## src/sv/pat_pkg.sv

```systemverilog
// ----------------------------------------------------------------------------
// pat_pkg: shared types and codes of the pending acknowledgment table
// Command and event codes, one table entry, one result and the cell control.
// ----------------------------------------------------------------------------
package pat_pkg;

  localparam logic [1:0] CMD_REGISTER = 2'd0;
  localparam logic [1:0] CMD_ACK      = 2'd1;
  localparam logic [1:0] CMD_NACK     = 2'd2;
  localparam logic [1:0] CMD_TICK     = 2'd3;

  localparam logic [1:0] EV_ACKED     = 2'd0;
  localparam logic [1:0] EV_NACKED    = 2'd1;
  localparam logic [1:0] EV_TIMED_OUT = 2'd2;
  localparam logic [1:0] EV_REJECTED  = 2'd3;

  typedef struct packed {
    logic [15:0] id;
    logic [15:0] tmo;
    logic [15:0] left;
  } pat_entry_t;

  typedef struct packed {
    logic [1:0]  ev;
    logic [15:0] id;
    logic [15:0] tmo;
    logic [15:0] used;
  } pat_result_t;

  // step: pop cell 0 and shift the active row; keep: re-append the popped
  // entry at the tail of the active row; wr: append a new entry
  typedef struct packed {
    logic step;
    logic keep;
    logic wr;
  } pat_ctl_t;

endpackage

```

## src/sv/pending_ack_timeout_table.sv

```systemverilog
// A register raises no result; a rejected register yields its result from the reject state once the output is free.
// Ack, nack and tick scan the n stored entries, popping one from cell 0 per cycle
// unless the scan stalls; no new command is taken until the scan is through.
// Results leave through one output register; the scan stalls when a result must be handed on while it is held.
// Reset (synchronous, active low) empties the table and clears the state, counters and valid flags;
// entry contents and the command and result data registers are left as they are.
// ----------------------------------------------------------------------------
// pending_ack_timeout_table: table of packets waiting for acknowledgment
// Entries live in a row of cells in insertion order; acks, nacks and ticks
// rotate the row once, dropping and reporting matching or expired entries.
// ----------------------------------------------------------------------------
module pending_ack_timeout_table
  import pat_pkg::*;
#(
  parameter int TABLE_DEPTH = 16
) (
  input  logic        clk,
  input  logic        rst_n,
  input  logic        in_tvalid,
  output logic        in_tready,
  input  logic [47:0] in_tdata,   // packet_id, timeout_ms, elapsed_ms
  input  logic [1:0]  in_tuser,   // command
  output logic        out_tvalid,
  input  logic        out_tready,
  output logic [47:0] out_tdata,  // result_id, timeout_value, time_used
  output logic [1:0]  out_tuser,  // event_res
  output logic        out_tlast
);

  localparam int CW = $clog2(TABLE_DEPTH + 1);
  localparam logic [CW-1:0] DEPTH_C = CW'(TABLE_DEPTH);
  localparam logic [CW-1:0] ONE_C   = CW'(1);

  typedef enum logic [1:0] {ST_IDLE, ST_SCAN, ST_REJ, ST_FLUSH} state_t;

  state_t      state_r,  state_nxt;
  logic [1:0]  cmd_r,    cmd_nxt;
  logic [15:0] pid_r,    pid_nxt;
  logic [15:0] tmo_r,    tmo_nxt;
  logic [15:0] ela_r,    ela_nxt;
  logic [CW-1:0] count_r, count_nxt;
  logic [CW-1:0] rem_r,   rem_nxt;
  logic        pend_v_r, pend_v_nxt;
  pat_result_t pend_r,   pend_nxt;
  logic        out_v_r,  out_v_nxt;
  pat_result_t out_r,    out_nxt;
  logic        last_r,   last_nxt;

  pat_entry_t  cell_q [TABLE_DEPTH];
  pat_entry_t  head;
  pat_entry_t  head_kept;
  pat_entry_t  new_ent;
  pat_entry_t  bcast;
  pat_ctl_t    ctl;
  pat_result_t hit_res;

  logic in_fire;
  logic out_free;
  logic remove;
  logic step_go;
  logic is_tick;

  assign in_tready = (state_r == ST_IDLE);
  assign in_fire   = in_tvalid && in_tready;
  assign out_free  = !out_v_r || out_tready;

  assign head    = cell_q[0];
  assign is_tick = (cmd_r == CMD_TICK);
  assign remove  = is_tick ? (head.left <= ela_r) : (head.id == pid_r);
  assign step_go = (state_r == ST_SCAN) && !(remove && pend_v_r && !out_free);

  always_comb begin
    head_kept = head;
    if (is_tick) begin
      head_kept.left = head.left - ela_r;
    end
  end

  always_comb begin
    hit_res.id  = head.id;
    hit_res.tmo = head.tmo;
    if (is_tick) begin
      hit_res.ev   = EV_TIMED_OUT;
      hit_res.used = '0;
    end else begin
      hit_res.ev   = (cmd_r == CMD_ACK) ? EV_ACKED : EV_NACKED;
      hit_res.used = head.tmo - head.left;
    end
  end

  assign new_ent.id   = in_tdata[15:0];
  assign new_ent.tmo  = in_tdata[31:16];
  assign new_ent.left = in_tdata[31:16];

  assign ctl.wr   = in_fire && (in_tuser == CMD_REGISTER) && (count_r < DEPTH_C);
  assign ctl.step = step_go;
  assign ctl.keep = !remove;
  assign bcast    = ctl.wr ? new_ent : head_kept;

  for (genvar i = 0; i < TABLE_DEPTH; i++) begin : g_cell
    pat_entry_t nbr;
    if (i == TABLE_DEPTH - 1) begin : g_tail
      assign nbr = cell_q[i];
    end else begin : g_body
      assign nbr = cell_q[i + 1];
    end
    pat_cell #(
      .IDX (i),
      .CW  (CW)
    ) u_cell (
      .clk   (clk),
      .ctl   (ctl),
      .len   (count_r),
      .nbr   (nbr),
      .bcast (bcast),
      .q     (cell_q[i])
    );
  end

  always_comb begin
    state_nxt  = state_r;
    cmd_nxt    = cmd_r;
    pid_nxt    = pid_r;
    tmo_nxt    = tmo_r;
    ela_nxt    = ela_r;
    count_nxt  = count_r;
    rem_nxt    = rem_r;
    pend_v_nxt = pend_v_r;
    pend_nxt   = pend_r;
    out_v_nxt  = out_v_r && !out_tready;
    out_nxt    = out_r;
    last_nxt   = last_r;

    unique case (state_r)
      ST_IDLE: begin
        if (in_fire) begin
          cmd_nxt = in_tuser;
          pid_nxt = in_tdata[15:0];
          tmo_nxt = in_tdata[31:16];
          ela_nxt = in_tdata[47:32];
          if (in_tuser == CMD_REGISTER) begin
            if (count_r < DEPTH_C) begin
              count_nxt = count_r + ONE_C;
            end else begin
              state_nxt = ST_REJ;
            end
          end else if (count_r != '0) begin
            rem_nxt   = count_r;
            state_nxt = ST_SCAN;
          end
        end
      end
      ST_SCAN: begin
        if (step_go) begin
          rem_nxt = rem_r - ONE_C;
          if (remove) begin
            count_nxt = count_r - ONE_C;
            // hand the held result on; only the final one carries tlast
            if (pend_v_r) begin
              out_v_nxt = 1'b1;
              out_nxt   = pend_r;
              last_nxt  = 1'b0;
            end
            pend_v_nxt = 1'b1;
            pend_nxt   = hit_res;
          end
          if (rem_r == ONE_C) begin
            state_nxt = (remove || pend_v_r) ? ST_FLUSH : ST_IDLE;
          end
        end
      end
      ST_REJ: begin
        if (out_free) begin
          out_v_nxt = 1'b1;
          out_nxt   = '{ev: EV_REJECTED, id: pid_r, tmo: tmo_r, used: 16'd0};
          last_nxt  = 1'b1;
          state_nxt = ST_IDLE;
        end
      end
      ST_FLUSH: begin
        if (out_free) begin
          out_v_nxt  = 1'b1;
          out_nxt    = pend_r;
          last_nxt   = 1'b1;
          pend_v_nxt = 1'b0;
          state_nxt  = ST_IDLE;
        end
      end
      default: state_nxt = ST_IDLE;
    endcase
  end

  always_ff @(posedge clk) begin
    if (!rst_n) begin
      state_r  <= ST_IDLE;
      count_r  <= '0;
      rem_r    <= '0;
      pend_v_r <= 1'b0;
      out_v_r  <= 1'b0;
    end else begin
      state_r  <= state_nxt;
      count_r  <= count_nxt;
      rem_r    <= rem_nxt;
      pend_v_r <= pend_v_nxt;
      out_v_r  <= out_v_nxt;
    end
    cmd_r  <= cmd_nxt;
    pid_r  <= pid_nxt;
    tmo_r  <= tmo_nxt;
    ela_r  <= ela_nxt;
    pend_r <= pend_nxt;
    out_r  <= out_nxt;
    last_r <= last_nxt;
  end

  assign out_tvalid = out_v_r;
  assign out_tdata  = {out_r.used, out_r.tmo, out_r.id};
  assign out_tuser  = out_r.ev;
  assign out_tlast  = last_r;

`ifndef ASSERT_OFF
  a_count_bound: assert property (@(posedge clk) disable iff (!rst_n)
    count_r <= DEPTH_C)
    else $error("entry count beyond table depth");

  a_rem_bound: assert property (@(posedge clk) disable iff (!rst_n)
    (state_r == ST_SCAN) |-> ((rem_r != '0) && (rem_r <= count_r)))
    else $error("scan counter out of range");

  a_pend_state: assert property (@(posedge clk) disable iff (!rst_n)
    pend_v_r |-> ((state_r == ST_SCAN) || (state_r == ST_FLUSH)))
    else $error("held result outside a scan");

  a_flush_done: assert property (@(posedge clk) disable iff (!rst_n)
    ((state_r == ST_FLUSH) && out_free) |=> (out_tvalid && out_tlast && !pend_v_r))
    else $error("final result not delivered with tlast");
`endif

endmodule

```

## src/sv/pat_cell.sv

```systemverilog
// ----------------------------------------------------------------------------
// pat_cell: one slot of the pending table
// Holds one entry; takes its right neighbour's entry while the row shifts,
// or the broadcast entry when it is the tail of the active row or the free slot that a write fills.
// ----------------------------------------------------------------------------
module pat_cell
  import pat_pkg::*;
#(
  parameter int IDX = 0,
  parameter int CW  = 5
) (
  input  logic          clk,
  input  pat_ctl_t      ctl,
  input  logic [CW-1:0] len,
  input  pat_entry_t    nbr,
  input  pat_entry_t    bcast,
  output pat_entry_t    q
);

  localparam logic [CW-1:0] POS  = CW'(IDX);
  localparam logic [CW-1:0] POS1 = CW'(IDX + 1);

  pat_entry_t ent_r;
  pat_entry_t ent_nxt;

  always_comb begin
    ent_nxt = ent_r;
    if (ctl.wr && (len == POS)) begin
      ent_nxt = bcast;
    end else if (ctl.step) begin
      if (POS1 < len) begin
        ent_nxt = nbr;
      end else if ((POS1 == len) && ctl.keep) begin
        ent_nxt = bcast;
      end
    end
  end

  always_ff @(posedge clk) begin
    ent_r <= ent_nxt;
  end

  assign q = ent_r;

endmodule

```

## config.mk

```make
export PLATFORM = sky130hd
export DESIGN_NAME = pending_ack_timeout_table
export DESIGN_NICKNAME = d
export VERILOG_FILES = /design/src/sv/pat_pkg.sv /design/src/sv/pending_ack_timeout_table.sv /design/src/sv/pat_cell.sv
export SDC_FILE = /design/constraint.sdc
export NUM_CORES = 1
export LEC_CHECK = 0
export BUFFER_PORTS_ARGS = -buffer_cell sky130_fd_sc_hd__buf_2
export CAP_MARGIN = 20
export CORE_MARGIN = 1
export CORE_UTILIZATION = 55
export CTS_BUF_LIST = sky130_fd_sc_hd__clkbuf_16
export DETAILED_ROUTE_END_ITERATION = 10
export PLACE_DENSITY = 0.69
export SLEW_MARGIN = 20
export SYNTH_ARGS = -nofsm -noshare
export SYNTH_HDL_FRONTEND = slang
export SYNTH_SLANG_ARGS = --single-unit
```

## constraint.sdc

```tcl
create_clock -name clk -period 8.3 [get_ports clk]
set_input_delay 1.66 -clock clk [delete_from_list [all_inputs] [get_ports clk]]
set_output_delay 1.66 -clock clk [all_outputs]
set_load 0.005 [all_outputs]
```

# Word-level counts from Yosys, hierarchy flattened
# Cells that the tools add are included.
[word_totals]
register_bits = 933
input_bits = 54
output_inout_bits = 53
wordCells = 361
[op_classes]
add_sub_neg = 5
n_lt_le_gt_ge = 18
eq_ne = 53
mux = 108
reduce_logical = 111
[op_table]
columns = ["operator", "count"]
rows = [
  ["$mux W48", 65],
  ["$mux W50", 5],
  ["$pmux W50 S3", 1],
  ["$reduce_bool A3 Y1", 16],
  ["$mux W5", 9],
  ["$eq A4 B5 Y1 const A", 8],
  ["$eq A5 B4 Y1 const B", 8],
  ["$lt A4 B5 Y1 const A", 8],
  ["$reduce_bool A2 Y1", 20],
  ["$logic_and A1 B1 Y1", 39],
  ["$reduce_and A2 Y1", 16],
  ["$sub A16 B16 Y16", 2],
  ["$eq A3 B5 Y1 const A", 4],
  ["$eq A5 B3 Y1 const B", 4],
  ["$lt A3 B5 Y1 const A", 4],
  ["$pmux W5 S2", 2],
  ["$reduce_and A6 Y1", 3],
  ["$eq A16 B16 Y1", 1],
  ["$le A16 B16 Y1", 1],
  ["$mux W16", 1],
  ["$mux W2", 8],
  ["$ne A2 B1 Y1 const B", 7],
  ["$mux W1", 13],
  ["$ne A2 B2 Y1 const B", 6],
  ["other kinds (26)", 44],
]

# Depth between registers and ports, before layout
[logic_depth]
word_depth = 9
ltp_mapped = 14
depth_no_buf = 12

# Hierarchy
# From an unflattened synthesis, not the netlist that was laid out.
[hier_totals]
cells_unflattened = 2445
area_unflattened_um2 = 42218.0
[modules_own_cells]
columns = ["mod", "instances", "cells_per_inst", "area_each_um2", "seq_area_each_um2"]
rows = [
  ["pending_ack_timeout_table", 1, 728, 8348.0, 4814.6],
  ["pat_cell at g_cell[14].u_cell", 1, 108, 2303.5, 1441.4],
  ["pat_cell at g_cell[15].u_cell", 1, 107, 2178.3, 1441.4],
  ["pat_cell at g_cell[13].u_cell", 1, 108, 2153.3, 1441.4],
  ["pat_cell at g_cell[3].u_cell", 1, 109, 2144.6, 1441.4],
  ["pat_cell at g_cell[8].u_cell", 1, 108, 2122.0, 1441.4],
  ["pat_cell at g_cell[0].u_cell", 1, 106, 2120.8, 1441.4],
  ["pat_cell at g_cell[12].u_cell", 1, 106, 2105.8, 1441.4],
  ["pat_cell at g_cell[11].u_cell", 1, 108, 2089.5, 1441.4],
  ["pat_cell at g_cell[1].u_cell", 1, 107, 2089.5, 1441.4],
  ["pat_cell at g_cell[6].u_cell", 1, 106, 2088.3, 1441.4],
  ["pat_cell at g_cell[7].u_cell", 1, 108, 2085.8, 1441.4],
  ["pat_cell at g_cell[9].u_cell", 1, 109, 2084.5, 1441.4],
  ["pat_cell at g_cell[2].u_cell", 1, 106, 2080.7, 1441.4],
  ["+3 rows", "--", "--", "--", "--"],
]

# Worst setup path before layout
# No wires, ideal clock.
[synth_path]
path_type = "input to register"
from = "in in_tuser[1]"
to = "reg g_cell[0].u_cell.ent_r (netlist bit g_cell[0].u_cell.q[0]) (enable)"
setup_time_ns = 0.528
t_arrival_ns = 6.093
t_required_ns = 7.772
slack_ns = 1.678
cell_stages = 5
path_buffers = 1
path_cell_list = "nor2_1 -> and3b_2 -> buf_6 -> nand2_2 -> o32ai_1"
[synth_via]
elab_chain_len = 6
elab_cells_between_ends = 7
classes_between = "7 x reduce/logical"
[synth_lines]
columns = ["element", "line", "text"]
rows = [
  ["start: declaration", "pending_ack_timeout_table.sv:22", "input logic [1:0] in_tuser,"],
  ["$logic_not A2 Y1 *", "pending_ack_timeout_table.sv:95", "assign ctl.wr = in_fire && (in_tuser == CMD_REGISTER) && (count_r < DEPTH_C);"],
  ["$logic_and A1 B1 Y1 * (2 in series)", "pending_ack_timeout_table.sv:95", ""],
  ["$logic_and A1 B1 Y1 *", "pat_cell.sv:28", "if (ctl.wr && (len == POS)) begin"],
  ["$reduce_bool A3 Y1 (no line) or $reduce_bool A2 Y1 (tied branches)", "--", ""],
  ["$reduce_and A2 Y1 (no line) *", "--", ""],
  ["end signal: assignment", "pat_cell.sv:40", "ent_r <= ent_nxt;"],
  ["end: declaration", "pat_cell.sv:23", "pat_entry_t ent_r;"],
]
# Mark *: on every way between the ends. The rest lies on a longest branch, timed or not.
# A chain may end at the register's enable or synchronous reset.

# Worst setup path after layout
[layout_path]
from = "reg cmd_r[0]"
to = "reg g_cell[13].u_cell.ent_r (netlist bit g_cell[13].u_cell.q[47]) (enable)"
[layout_via]
elab_chain_len = 8
elab_cells_between_ends = 11
classes_between = "1 x eq/ne; 1 x mux; 9 x reduce/logical"
[layout_lines]
columns = ["element", "line", "text"]
rows = [
  ["start: declaration", "pending_ack_timeout_table.sv:37", "logic [1:0] cmd_r, cmd_nxt;"],
  ["start signal: assignment", "pending_ack_timeout_table.sv:207", "cmd_r <= cmd_nxt;"],
  ["$eq A2 B2 Y1 *", "pending_ack_timeout_table.sv:68", "assign is_tick = (cmd_r == CMD_TICK);"],
  ["$mux W1 *", "pending_ack_timeout_table.sv:69", "assign remove = is_tick ? (head.left <= ela_r) : (head.id == pid_r);"],
  ["$logic_and A1 B1 Y1 (2 in series)", "pending_ack_timeout_table.sv:70", "assign step_go = (state_r == ST_SCAN) && !(remove && pend_v_r && !out_free);"],
  ["$logic_not A1 Y1", "pending_ack_timeout_table.sv:70", ""],
  ["$logic_and A1 B1 Y1", "pending_ack_timeout_table.sv:70", ""],
  ["$reduce_bool A2 Y1 (no line)", "--", ""],
  ["$reduce_and A2 Y1 (no line) *", "--", ""],
  ["end signal: assignment", "pat_cell.sv:40", ""],
  ["end: declaration", "pat_cell.sv:23", ""],
]
# Marks and branches as above.

==> flow_summary.ini <==
[run_status]
status = finished clean

[power]
cellPowerDensity_nw_per_um2 = 294
totalPowerFinal_mw = 12.9
vdd_drop_max_mv = 0.161
p_leak_nw = 14.3

[sta]
hold_viol_final = 0
period_share = 0.634
rsz0062_at_grt = no
fin_tns_setup_ps = 0
fmax_ghz = 0.190
worst_slack_ps = 3030
report.final.slew_viol_count = 0
worst_pin_slew_ps = 1140
min_period_ps = 5270
whs_ps = 483
maxSlewHeadroom = 0.240
finClkSkew_ps = 25.0
setup_viol = 0

[detailed_routing]
wl_per_cell_um = 19.5
vias = 24300
first_pass_iters = 5
ant_nets = 0
viasPerCell = 5.65
drt-total-wl_um = 83800
dr.first_iter.drc_count = 2092
drc_errors = 0

[synthesis]
yosys.cell_types.count = 73
yosys_most_used_dff = edfxtp_1
async_flop_share = 0
netlist_top_cells_area = edfxtp_1 70%, o21ai_0 7.2%, nand2_1 6.5%
syn_nets = 3354
netlist_instances = 3260
netlist_area_um2 = 39600
yosys.area.top_type = edfxtp_1
synth_edf_count = 919
ys_seq_area_frac = 0.704
ys_warn_count = 0
ys_ff_latch = 933
synth_top_area_share = 0.697
syn_area_per_cell_um2 = 12.1

[layout]
fin_util = 0.616
drive_gt1_frac = 0.124
multi_input_area_um2 = 10500
antenna_cells = 0
syn2layout_area_growth_pct = 11.0
fin_area_um2 = 44000
layout.cells.non_filler = 4306
regArea_um2 = 27900
nets = 3372
num-fill-cells = 5557

[clocking]
cts_tree = done
hold_buffers = 0
clkSinkCount = 933
h-tree-depth = 3
worstSkewPairLatency_ps = 650
cts-root-buf = clkbuf_16
clock_path_buffers = 3
postCtsSetupBuffers = 0
clk_pin_slew_ps = 60
cts_inserted_buffers = 93
ctsResizeCount = 0

[grt]
grt.total_usage = 0.232
grt-ovfl-total = 0
grt_pass1_vias = 23800
antenna_found_initial = 0
grt_start_max_net_pins = 102
grt_pass1_wl_um = 133000

[floorplanning]
die-area_um2 = 73100
start_util = 0.555
pin_count = 107
die_y_um = 270
core_area_um2 = 71400
num_rows = 98
dieWidth_um = 270

[placement]
pre_cts_ws_ps = 3170
place_congestion = 0.903
dp_cells = 4133
io_buffers = 106
dp_hpwl_um = 50500
placed_area_um2 = 40900

[critical_path]
rrSetupSlack_ps = 3030
critPathLaunchType = flip-flop
rr_endpoint = g_cell[13].u_cell.q[47]$_DFFE_PP_
crit_required_ps = 8560
crit_arrival_ps = 5530
worstSetupEndpointType = flip-flop
r2r-start = cmd_r[0]$_DFFE_PP_
rr_worst_depth = 8
crit_type = reg -> reg
path_max_fanout = 48

[hold_path]
hold_path_startpoint = rem_r[1]$_SDFFE_PN0P_
min_to = rem_r[1]$_SDFFE_PN0P_
hold_path.class = reg -> reg
hold_depth = 2

[job]
timing.max_cap.violations = 0
==> worst max-delay path, cell delays in order (launching register included) <==
cell and delay, ps:
edfxtp_1 340, nand2_1 550, inv_1 1010, nor3_1 140
nor2_1 740, a21oi_1 370, nor2_1 750, a22o_2 280
buf_4 650
==> worst max path at each step <==
| stage | end | cells after the start | start |
|---|---|---|---|
| 6_report | g_cell[13].u_cell.q[47]$_DFFE_PP_ | 8 | cmd_r[0]$_DFFE_PP_ |
| 5_1_grt | g_cell[13].u_cell.q[16]$_DFFE_PP_ | 8 | cmd_r[0]$_DFFE_PP_ |
| 4_1_cts | g_cell[13].u_cell.q[20]$_DFFE_PP_ | 8 | cmd_r[0]$_DFFE_PP_ |
| 3_5_place_dp | g_cell[14].u_cell.q[43]$_DFFE_PP_ | 8 | cmd_r[0]$_DFFE_PP_ |
| 3_3_place_gp | g_cell[3].u_cell.q[34]$_DFFE_PP_ | 7 | cmd_r[0]$_DFFE_PP_ |
| 2_1_floorplan | g_cell[0].u_cell.q[0]$_DFFE_PP_ | 5 | in_tuser[1] |
==> cells by family after synthesis <==
group | after synthesis | share of synthesized area
simple gates | 943 | 0.0956
flops | 933 | 0.704
compound gates | 909 | 0.124
buf+inv | 337 | 0.0367
mux | 68 | 0.0198
fa+ha+maj | 40 | 0.0130
xor+xnor | 30 | 0.00664
==> state kept, by name (all words and copies together), names as in the netlist <==
signal / count
g_cell.u_cell.q: 768
pend_r: 50
out_tdata: 48
ela_r: 16
pid_r: 16
tmo_r: 16
count_r: 5
rem_r: 5
cmd_r: 2
out_tuser: 2
state_r: 2
out_tlast: 1
out_tvalid: 1
pend_v_r: 1
==> cells in the final DEF (no fill, tap or decap), drive strengths merged, types with 13 or more instances in the layout <==
cell,synthesis,routed
xor2,23,23
inv,99,116
o21ai,660,660
clkbuf,157,95
nor2,149,149
buf,80,160
mux2,39,39
nor3,23,23
edfxtp,919,919
mux2i,29,29
a21oi,153,153
and2,27,27
nand2,687,687
dfxtp,14,14
clkinv,1,49
o31ai,13,13
ha,38,38
==> cells in the mapped netlist, types with 3 or more instances <==
library cell	instances
a22o_1	5
inv_1	99
ha_1	38
dfxtp_1	14
and2_1	27
or3_1	6
a31oi_1	5
a21oi_2	6
buf_4	5
nand3_1	12
nor2b_1	6
o31ai_1	11
nor2_1	149
edfxtp_1	919
mux2i_2	14
nand2_1	685
nand4_1	7
nor4_1	7
a211o_1	3
nor3_1	23
o21a_1	8
nand2b_1	7
o22ai_1	5
xor2_1	23
a211oi_1	10
xnor2_1	7
mux2i_1	15
buf_2	57
a32o_1	3
and3_1	6
o32ai_1	4
o31a_1	3
o21ai_0	570
o21ai_1	88
clkbuf_1	157
buf_1	6
o311ai_0	3
buf_6	10
mux2_2	39
a21oi_1	147
o211ai_1	4
a21o_1	4
==> final cells by class <==
cell class / count / area share
clock buffers: 95 / 0.0541
repair buffers: 160 / 0.0213
well taps: 950 / 0.0270
inverters: 100 / 0.00854
flip-flops and latches: 933 / 0.634
clock inverters: 78 / 0.0157
multi-input cells: 1990 / 0.239
==> per-layer routing <==
layer | global-route usage | wire length, um | up-vias
li1 | - | - | 11800
met1 | 0.324 | 36900 | 11700
met2 | 0.381 | 39500 | 745
met3 | 0.0291 | 5020 | 125
met4 | 0.0761 | 2350 | 0
met5 | 0 | 0 | -
==> power by group <==
| group | switching (mW) | internal, mW |
|---|---|---|
| clock | 1.76 | 2.40 |
| sequential | 0.145 | 5.95 |
| combinational | 1.80 | 0.894 |
| total | 3.70 | 9.25 |
(Power assumes the default switching activity.)
